===== src/kmks_pkg.sv =====
package kmks_pkg;

    localparam int FRAC_BITS  = 16;
    localparam int IN_W       = FRAC_BITS;
    localparam int FLOOR_W    = FRAC_BITS - 1;
    localparam int SCAT_W     = FRAC_BITS + 1;
    localparam int ABS_W      = FRAC_BITS + 5;
    localparam int NUM_W      = 2 * FRAC_BITS;
    localparam int DEN_W      = FRAC_BITS + 1;
    localparam int PROD_W     = SCAT_W + NUM_W;
    localparam int PIPE_DEPTH = NUM_W + 5;
    localparam int CFG_W      = SCAT_W;
    localparam int CFG_IDX_W  = 2;
    localparam int IN_DATA_W  = 3 * IN_W;
    localparam int OUT_DATA_W = 3 * ABS_W + SCAT_W;

    localparam logic [IN_W:0]        ONE        = (IN_W + 1)'(1) << FRAC_BITS;
    localparam logic [IN_W-1:0]      DARK_LIMIT = IN_W'((1 << FRAC_BITS) / 10000);
    localparam logic [FRAC_BITS-1:0] HALF       = FRAC_BITS'(1) << (FRAC_BITS - 1);
    localparam logic [ABS_W-1:0]     ABS_MAX    = '1;

    localparam logic [CFG_IDX_W-1:0] CFG_FLOOR  = 2'd0;
    localparam logic [CFG_IDX_W-1:0] CFG_OPAQUE = 2'd1;
    localparam logic [CFG_IDX_W-1:0] CFG_STAIN  = 2'd2;

    localparam logic [FLOOR_W-1:0] FLOOR_RST  = FLOOR_W'(1966);
    localparam logic [SCAT_W-1:0]  OPAQUE_RST = SCAT_W'(104858);
    localparam logic [SCAT_W-1:0]  STAIN_RST  = SCAT_W'(22938);

    typedef struct packed {
        logic [FLOOR_W-1:0] refl_floor;
        logic [SCAT_W-1:0]  opaque;
        logic [SCAT_W-1:0]  stain;
    } cfg_t;

endpackage


===== src/kmks_div.sv =====
module kmks_div
(
    input  logic                       clk,
    input  logic                       en,
    input  logic [kmks_pkg::NUM_W-1:0] num,
    input  logic [kmks_pkg::DEN_W-1:0] den,
    output logic [kmks_pkg::NUM_W-1:0] quo
);
    import kmks_pkg::*;

    logic [DEN_W-1:0] rem_reg [NUM_W];
    logic [NUM_W-1:0] num_reg [NUM_W];
    logic [NUM_W-1:0] quo_reg [NUM_W];
    logic [DEN_W-1:0] den_reg [NUM_W];
    logic [DEN_W-1:0] rem_next [NUM_W];
    logic [NUM_W-1:0] num_next [NUM_W];
    logic [NUM_W-1:0] quo_next [NUM_W];
    logic [DEN_W-1:0] den_next [NUM_W];

    // one quotient bit per stage, restoring
    always_comb
    begin
        logic [DEN_W-1:0] rem_in;
        logic [NUM_W-1:0] num_in;
        logic [NUM_W-1:0] quo_in;
        logic [DEN_W-1:0] den_in;
        logic [DEN_W:0]   shifted;
        logic [DEN_W:0]   trial;
        for (int s = 0; s < NUM_W; s++)
        begin
            if (s == 0)
            begin
                rem_in = '0;
                num_in = num;
                quo_in = '0;
                den_in = den;
            end
            else
            begin
                rem_in = rem_reg[s-1];
                num_in = num_reg[s-1];
                quo_in = quo_reg[s-1];
                den_in = den_reg[s-1];
            end
            shifted = {rem_in, num_in[NUM_W-1]};
            trial   = shifted - {1'b0, den_in};
            if (!trial[DEN_W])
            begin
                rem_next[s] = trial[DEN_W-1:0];
                quo_next[s] = {quo_in[NUM_W-2:0], 1'b1};
            end
            else
            begin
                rem_next[s] = shifted[DEN_W-1:0];
                quo_next[s] = {quo_in[NUM_W-2:0], 1'b0};
            end
            num_next[s] = {num_in[NUM_W-2:0], 1'b0};
            den_next[s] = den_in;
        end
    end

    always_ff @(posedge clk)
    begin
        if (en)
        begin
            for (int s = 0; s < NUM_W; s++)
            begin
                rem_reg[s] <= rem_next[s];
                num_reg[s] <= num_next[s];
                quo_reg[s] <= quo_next[s];
                den_reg[s] <= den_next[s];
            end
        end
    end

    assign quo = quo_reg[NUM_W-1];

endmodule


===== src/kmks_scatter.sv =====
module kmks_scatter
(
    input  logic                        clk,
    input  logic                        en,
    input  kmks_pkg::cfg_t              cfg,
    input  logic [kmks_pkg::IN_W-1:0]   red,
    input  logic [kmks_pkg::IN_W-1:0]   green,
    input  logic [kmks_pkg::IN_W-1:0]   blue,
    output logic [kmks_pkg::SCAT_W-1:0] scat_now,
    output logic [kmks_pkg::SCAT_W-1:0] scat_late
);
    import kmks_pkg::*;

    logic [IN_W-1:0]        mx;
    logic [IN_W-1:0]        mn;
    logic [IN_W-1:0]        mx_reg;
    logic [IN_W-1:0]        mn_reg;
    logic [NUM_W-1:0]       num_reg;
    logic [DEN_W-1:0]       den_reg;
    logic [NUM_W-1:0]       quo;
    logic                   up;
    logic [SCAT_W-1:0]      delta;
    logic                   up_reg;
    logic [SCAT_W+IN_W-1:0] prod_reg;
    logic [SCAT_W+IN_W:0]   rounded;
    logic [SCAT_W-1:0]      step;
    logic [SCAT_W-1:0]      scat_reg;
    logic [SCAT_W-1:0]      scat_late_reg;

    always_comb
    begin
        mx = red;
        mn = red;
        if (green > mx)
            mx = green;
        if (blue > mx)
            mx = blue;
        if (green < mn)
            mn = green;
        if (blue < mn)
            mn = blue;
        up    = (cfg.stain >= cfg.opaque);
        delta = up ? (cfg.stain - cfg.opaque) : (cfg.opaque - cfg.stain);
        rounded = (SCAT_W + IN_W + 1)'(prod_reg) + (SCAT_W + IN_W + 1)'(HALF);
        step    = rounded[FRAC_BITS+SCAT_W-1:FRAC_BITS];
    end

    always_ff @(posedge clk)
    begin
        if (en)
        begin
            mx_reg <= mx;
            mn_reg <= mn;
            // dark pixel: divide zero by one so saturation comes out zero
            if (mx_reg <= DARK_LIMIT)
            begin
                num_reg <= '0;
                den_reg <= DEN_W'(1);
            end
            else
            begin
                num_reg <= {mx_reg - mn_reg, FRAC_BITS'(0)};
                den_reg <= {1'b0, mx_reg};
            end
            up_reg        <= up;
            // saturation reaches exactly one when the darkest channel is zero
            prod_reg      <= (SCAT_W + IN_W)'(delta) * (SCAT_W + IN_W)'(quo[IN_W:0]);
            scat_reg      <= up_reg ? (cfg.opaque + step) : (cfg.opaque - step);
            scat_late_reg <= scat_reg;
        end
    end

    kmks_div u_div
    (
        .clk (clk),
        .en  (en),
        .num (num_reg),
        .den (den_reg),
        .quo (quo)
    );

    assign scat_now  = scat_reg;
    assign scat_late = scat_late_reg;

endmodule


===== config.mk =====
export PLATFORM = sky130hd
export DESIGN_NAME = kmks_scatter
export DESIGN_NICKNAME = d
export VERILOG_FILES = /design/src/kmks_pkg.sv /design/src/kmks_div.sv /design/src/kmks_scatter.sv
export SDC_FILE = /design/constraint.sdc
export NUM_CORES = 2
export LEC_CHECK = 0
export ABC_AREA = 1
export BUFFER_PORTS_ARGS = -buffer_cell sky130_fd_sc_hd__buf_2
export CAP_MARGIN = 20
export CORE_UTILIZATION = 55
export CTS_CLUSTER_SIZE = 40
export DETAILED_ROUTE_END_ITERATION = 10
export GPL_TIMING_DRIVEN = 0
export PLACE_DENSITY = 0.71
export SYNTH_ARGS = -nofsm -noshare
export SYNTH_HDL_FRONTEND = slang
export SYNTH_SLANG_ARGS = --single-unit
export TNS_END_PERCENT = 5

===== constraint.sdc =====
create_clock -name clk -period 8 [get_ports clk]
set_clock_uncertainty 0.1 [all_clocks]
set_input_delay 0 -clock clk [delete_from_list [all_inputs] [get_ports clk]]
set_output_delay 0 -clock clk [all_outputs]
set_load 0.005 [all_outputs]

==> results.sh <==
export IMPL_drt_iter0_drc=4282
export IMPL_clk_latency_ns=0.78
export IMPL_yosysSeqAreaShare_pct=49.2
export IMPL_rr_worst_depth=25
export IMPL_area_growth_pct=11.0
export IMPL_yosysWarnings=0
export IMPL_grt_max_degree=187
export IMPL_cap_violations=0
export IMPL_gp_congestion=0.956
export IMPL_synth_cell_types=63
export IMPL_finalCriticalPeriod_ns=7.67
export IMPL_worst_hold_path_type="input port to flip-flop"
export IMPL_cts_tree="yes"
export IMPL_path_class="input port to flip-flop"
export IMPL_clock_fmax_mhz=130
export IMPL_outcome="completed"
export IMPL_rows=144
export IMPL_vias=60300
export IMPL_cp_end_kind="flip-flop"
export IMPL_r2r_slack_ns=1.01
export IMPL_holdPathStages=7
export IMPL_slew_violations=0
export IMPL_finalNetCount=10100
export IMPL_die_h_um=398
export IMPL_cts_sinks=1413
export IMPL_die_w_um=398
export IMPL_fin_util_pct=61.8
export IMPL_hold_viol_final=0
export IMPL_die_area_um2=158000
export IMPL_clock_root_buffer="clkbuf_16"
export IMPL_grt_usage_pct=23.9
export IMPL_start_util_pct=55.7
export IMPL_netlist_instances=8608
export IMPL_antenna_found_initial=0
export IMPL_max_stage_delay_ns=0.55
export IMPL_core_um2=155000
export IMPL_crit_fanout=10
export IMPL_syn_area_per_cell_um2=10.0
export IMPL_first_global_vias=60700
export IMPL_grt_pass1_wl_mm=303
export IMPL_postRouteAntennaNets=0
export IMPL_drive_gt1_share_pct=6.85
export IMPL_final_cell_mix="1789 x nand2_1, 1413 x edfxtp_1, 1292 x inv_1, 696 x ha_1, 630 x o21ai_0"
export IMPL_first_pass_iters=5
export IMPL_portBuffers=117
export IMPL_clkTransAtPathRegs_ns=0.06
export IMPL_via_per_inst=5.40
export IMPL_syn_area_um2=86300
export IMPL_fin_crit_sh_pct=95.9
export IMPL_wl_per_cell_um=16.9
export IMPL_overflow=0
export IMPL_crit_path_frequent_cell="fa_1"
export IMPL_pin_count=133
export IMPL_required_ns=8.43
export IMPL_cp_start_kind="input port"
export IMPL_worstPathArrival_ns=8.09
export IMPL_critical_path_slowest_cell="fa_1"
export IMPL_synth_seq_cells=1413
export IMPL_max_slew_worst_pin_slew_ns=1.06
export IMPL_whs_ns=0.0809
export IMPL_hpwlAfterDp_mm=144
export IMPL_finalSetupViolCount=0
export IMPL_relSlewSlack_pct=29.2
export IMPL_largest_reg_flops=527
export IMPL_numCtsBuffers=155
export IMPL_fin_tns_setup_ns=0
export IMPL_cts_root_to_sink_buffers=3
export IMPL_drc_errors=0
export IMPL_dpl_worst_slack_ns=-0.176
export IMPL_diodes=0
export IMPL_drt_wl_total_mm=188
export IMPL_layout_setup_ws_ns=0.332
export IMPL_layout_commonest_cell="nand2_1"
export IMPL_cts_max_level=4
==> area by class of cell <==
class / count / area [um^2]
clock inverters: 90 / 897
multi-input cells: 5722 / 38000
fillers: 12600 / 59200
inverters: 1323 / 4970
plain buffers: 156 / 892
flip-flops and latches: 1413 / 42400
repair buffers: 231 / 1870
clock buffers: 189 / 4070
well taps: 2044 / 2560
==> synth_stat cells (all sizes together) <==
master / instances / area share, %
nand4: 82 / 0.60
xnor2: 247 / 2.5
a21oi: 552 / 3.3
or4: 1 / 0.0087
a21boi: 65 / 0.57
a311oi: 1 / 0.010
nand2: 1824 / 8.0
and2: 8 / 0.058
mux2: 1 / 0.013
o211a: 1 / 0.012
a221oi: 8 / 0.081
nor3b: 3 / 0.026
nor4: 13 / 0.10
o2111ai: 32 / 0.32
nor2: 434 / 1.9
a2111oi: 2 / 0.028
o21ai: 743 / 4.5
or2: 23 / 0.18
a31o: 2 / 0.020
o31ai: 5 / 0.044
buf: 102 / 0.79
nand3b: 34 / 0.30
clkinv: 2 / 0.0087
edfxtp: 1413 / 49
a211oi: 5 / 0.044
a21o: 44 / 0.38
nand3: 278 / 1.6
a31oi: 15 / 0.11
ha: 697 / 10
o21bai: 7 / 0.061
o21a: 10 / 0.087
inv: 1321 / 5.7
o211ai: 9 / 0.084
o311ai: 1 / 0.010
clkbuf: 54 / 0.24
xor2: 257 / 2.6
fa: 255 / 5.9
o221ai: 4 / 0.041
conb: 1 / 0.0043
nor3: 52 / 0.31
==> what timing repair did <==
item,4_1_cts,5_1_grt
endpoints found under the hold margin,188,0
hold buffers,103,0
endpoints found under the setup margin,0,5
buffers inserted,0,3
gates resized for setup,0,9
==> worst paths after layout <==
kind | endpoint | from
max | prod_reg[30] | cfg[19]
min | up_reg | cfg[8]
max reg2reg | prod_reg[30] | u_div.quo_reg[1][485]
min reg2reg | u_div.num_reg[0][402] | u_div.num_reg[0][370]
==> kinds of logic (layout without fill, tap and decap cells) <==
| kind of cell | Yosys count | count (layout) | share of synthesized area, % |
|---|---|---|---|
| AND/OR/NAND/NOR | 2752 | 2752 | 13.2 |
| AO/OA/AOI/OAI | 1506 | 1506 | 9.70 |
| buffers and inverters | 1479 | 1989 | 6.79 |
| flip-flops | 1413 | 1413 | 49.2 |
| adder cells (fa/ha/maj) | 952 | 952 | 16.0 |
| XOR/XNOR | 504 | 504 | 5.13 |
| other | 1 | 7 | 0.00435 |
| multiplexers | 1 | 1 | 0.0130 |
==> critical path: cells and delay by family <==
kind / cells / cell delay, ns
AND/OR/NAND/NOR: 10 / 1.12
XOR/XNOR: 1 / 0.16
AO/OA/AOI/OAI: 7 / 1.14
buffers and inverters: 11 / 1.90
adder cells (fa/ha/maj): 8 / 3.75
==> routing by layer <==
| layer | vias up | share of wire (%) | GRT usage [%] |
|---|---|---|---|
| met5 | - | 0 | 0 |
| met4 | 0 | 3.6 | 9.12 |
| met3 | 391 | 4.5 | 3.47 |
| met2 | 1447 | 50 | 42.2 |
| met1 | 28600 | 42 | 29.4 |
| li1 | 29800 | - | - |
==> stage by stage <==
stage               area [um^2]  cells
finish                    95700  11200
global route              95700  11200
CTS                       95700  11200
global placement          89500  10800
floorplan                 86300   8614
detailed placement        89700  10800
Power is not shown: default switching activity piles up to over one toggle a cycle in this logic, so the estimate is an artifact.
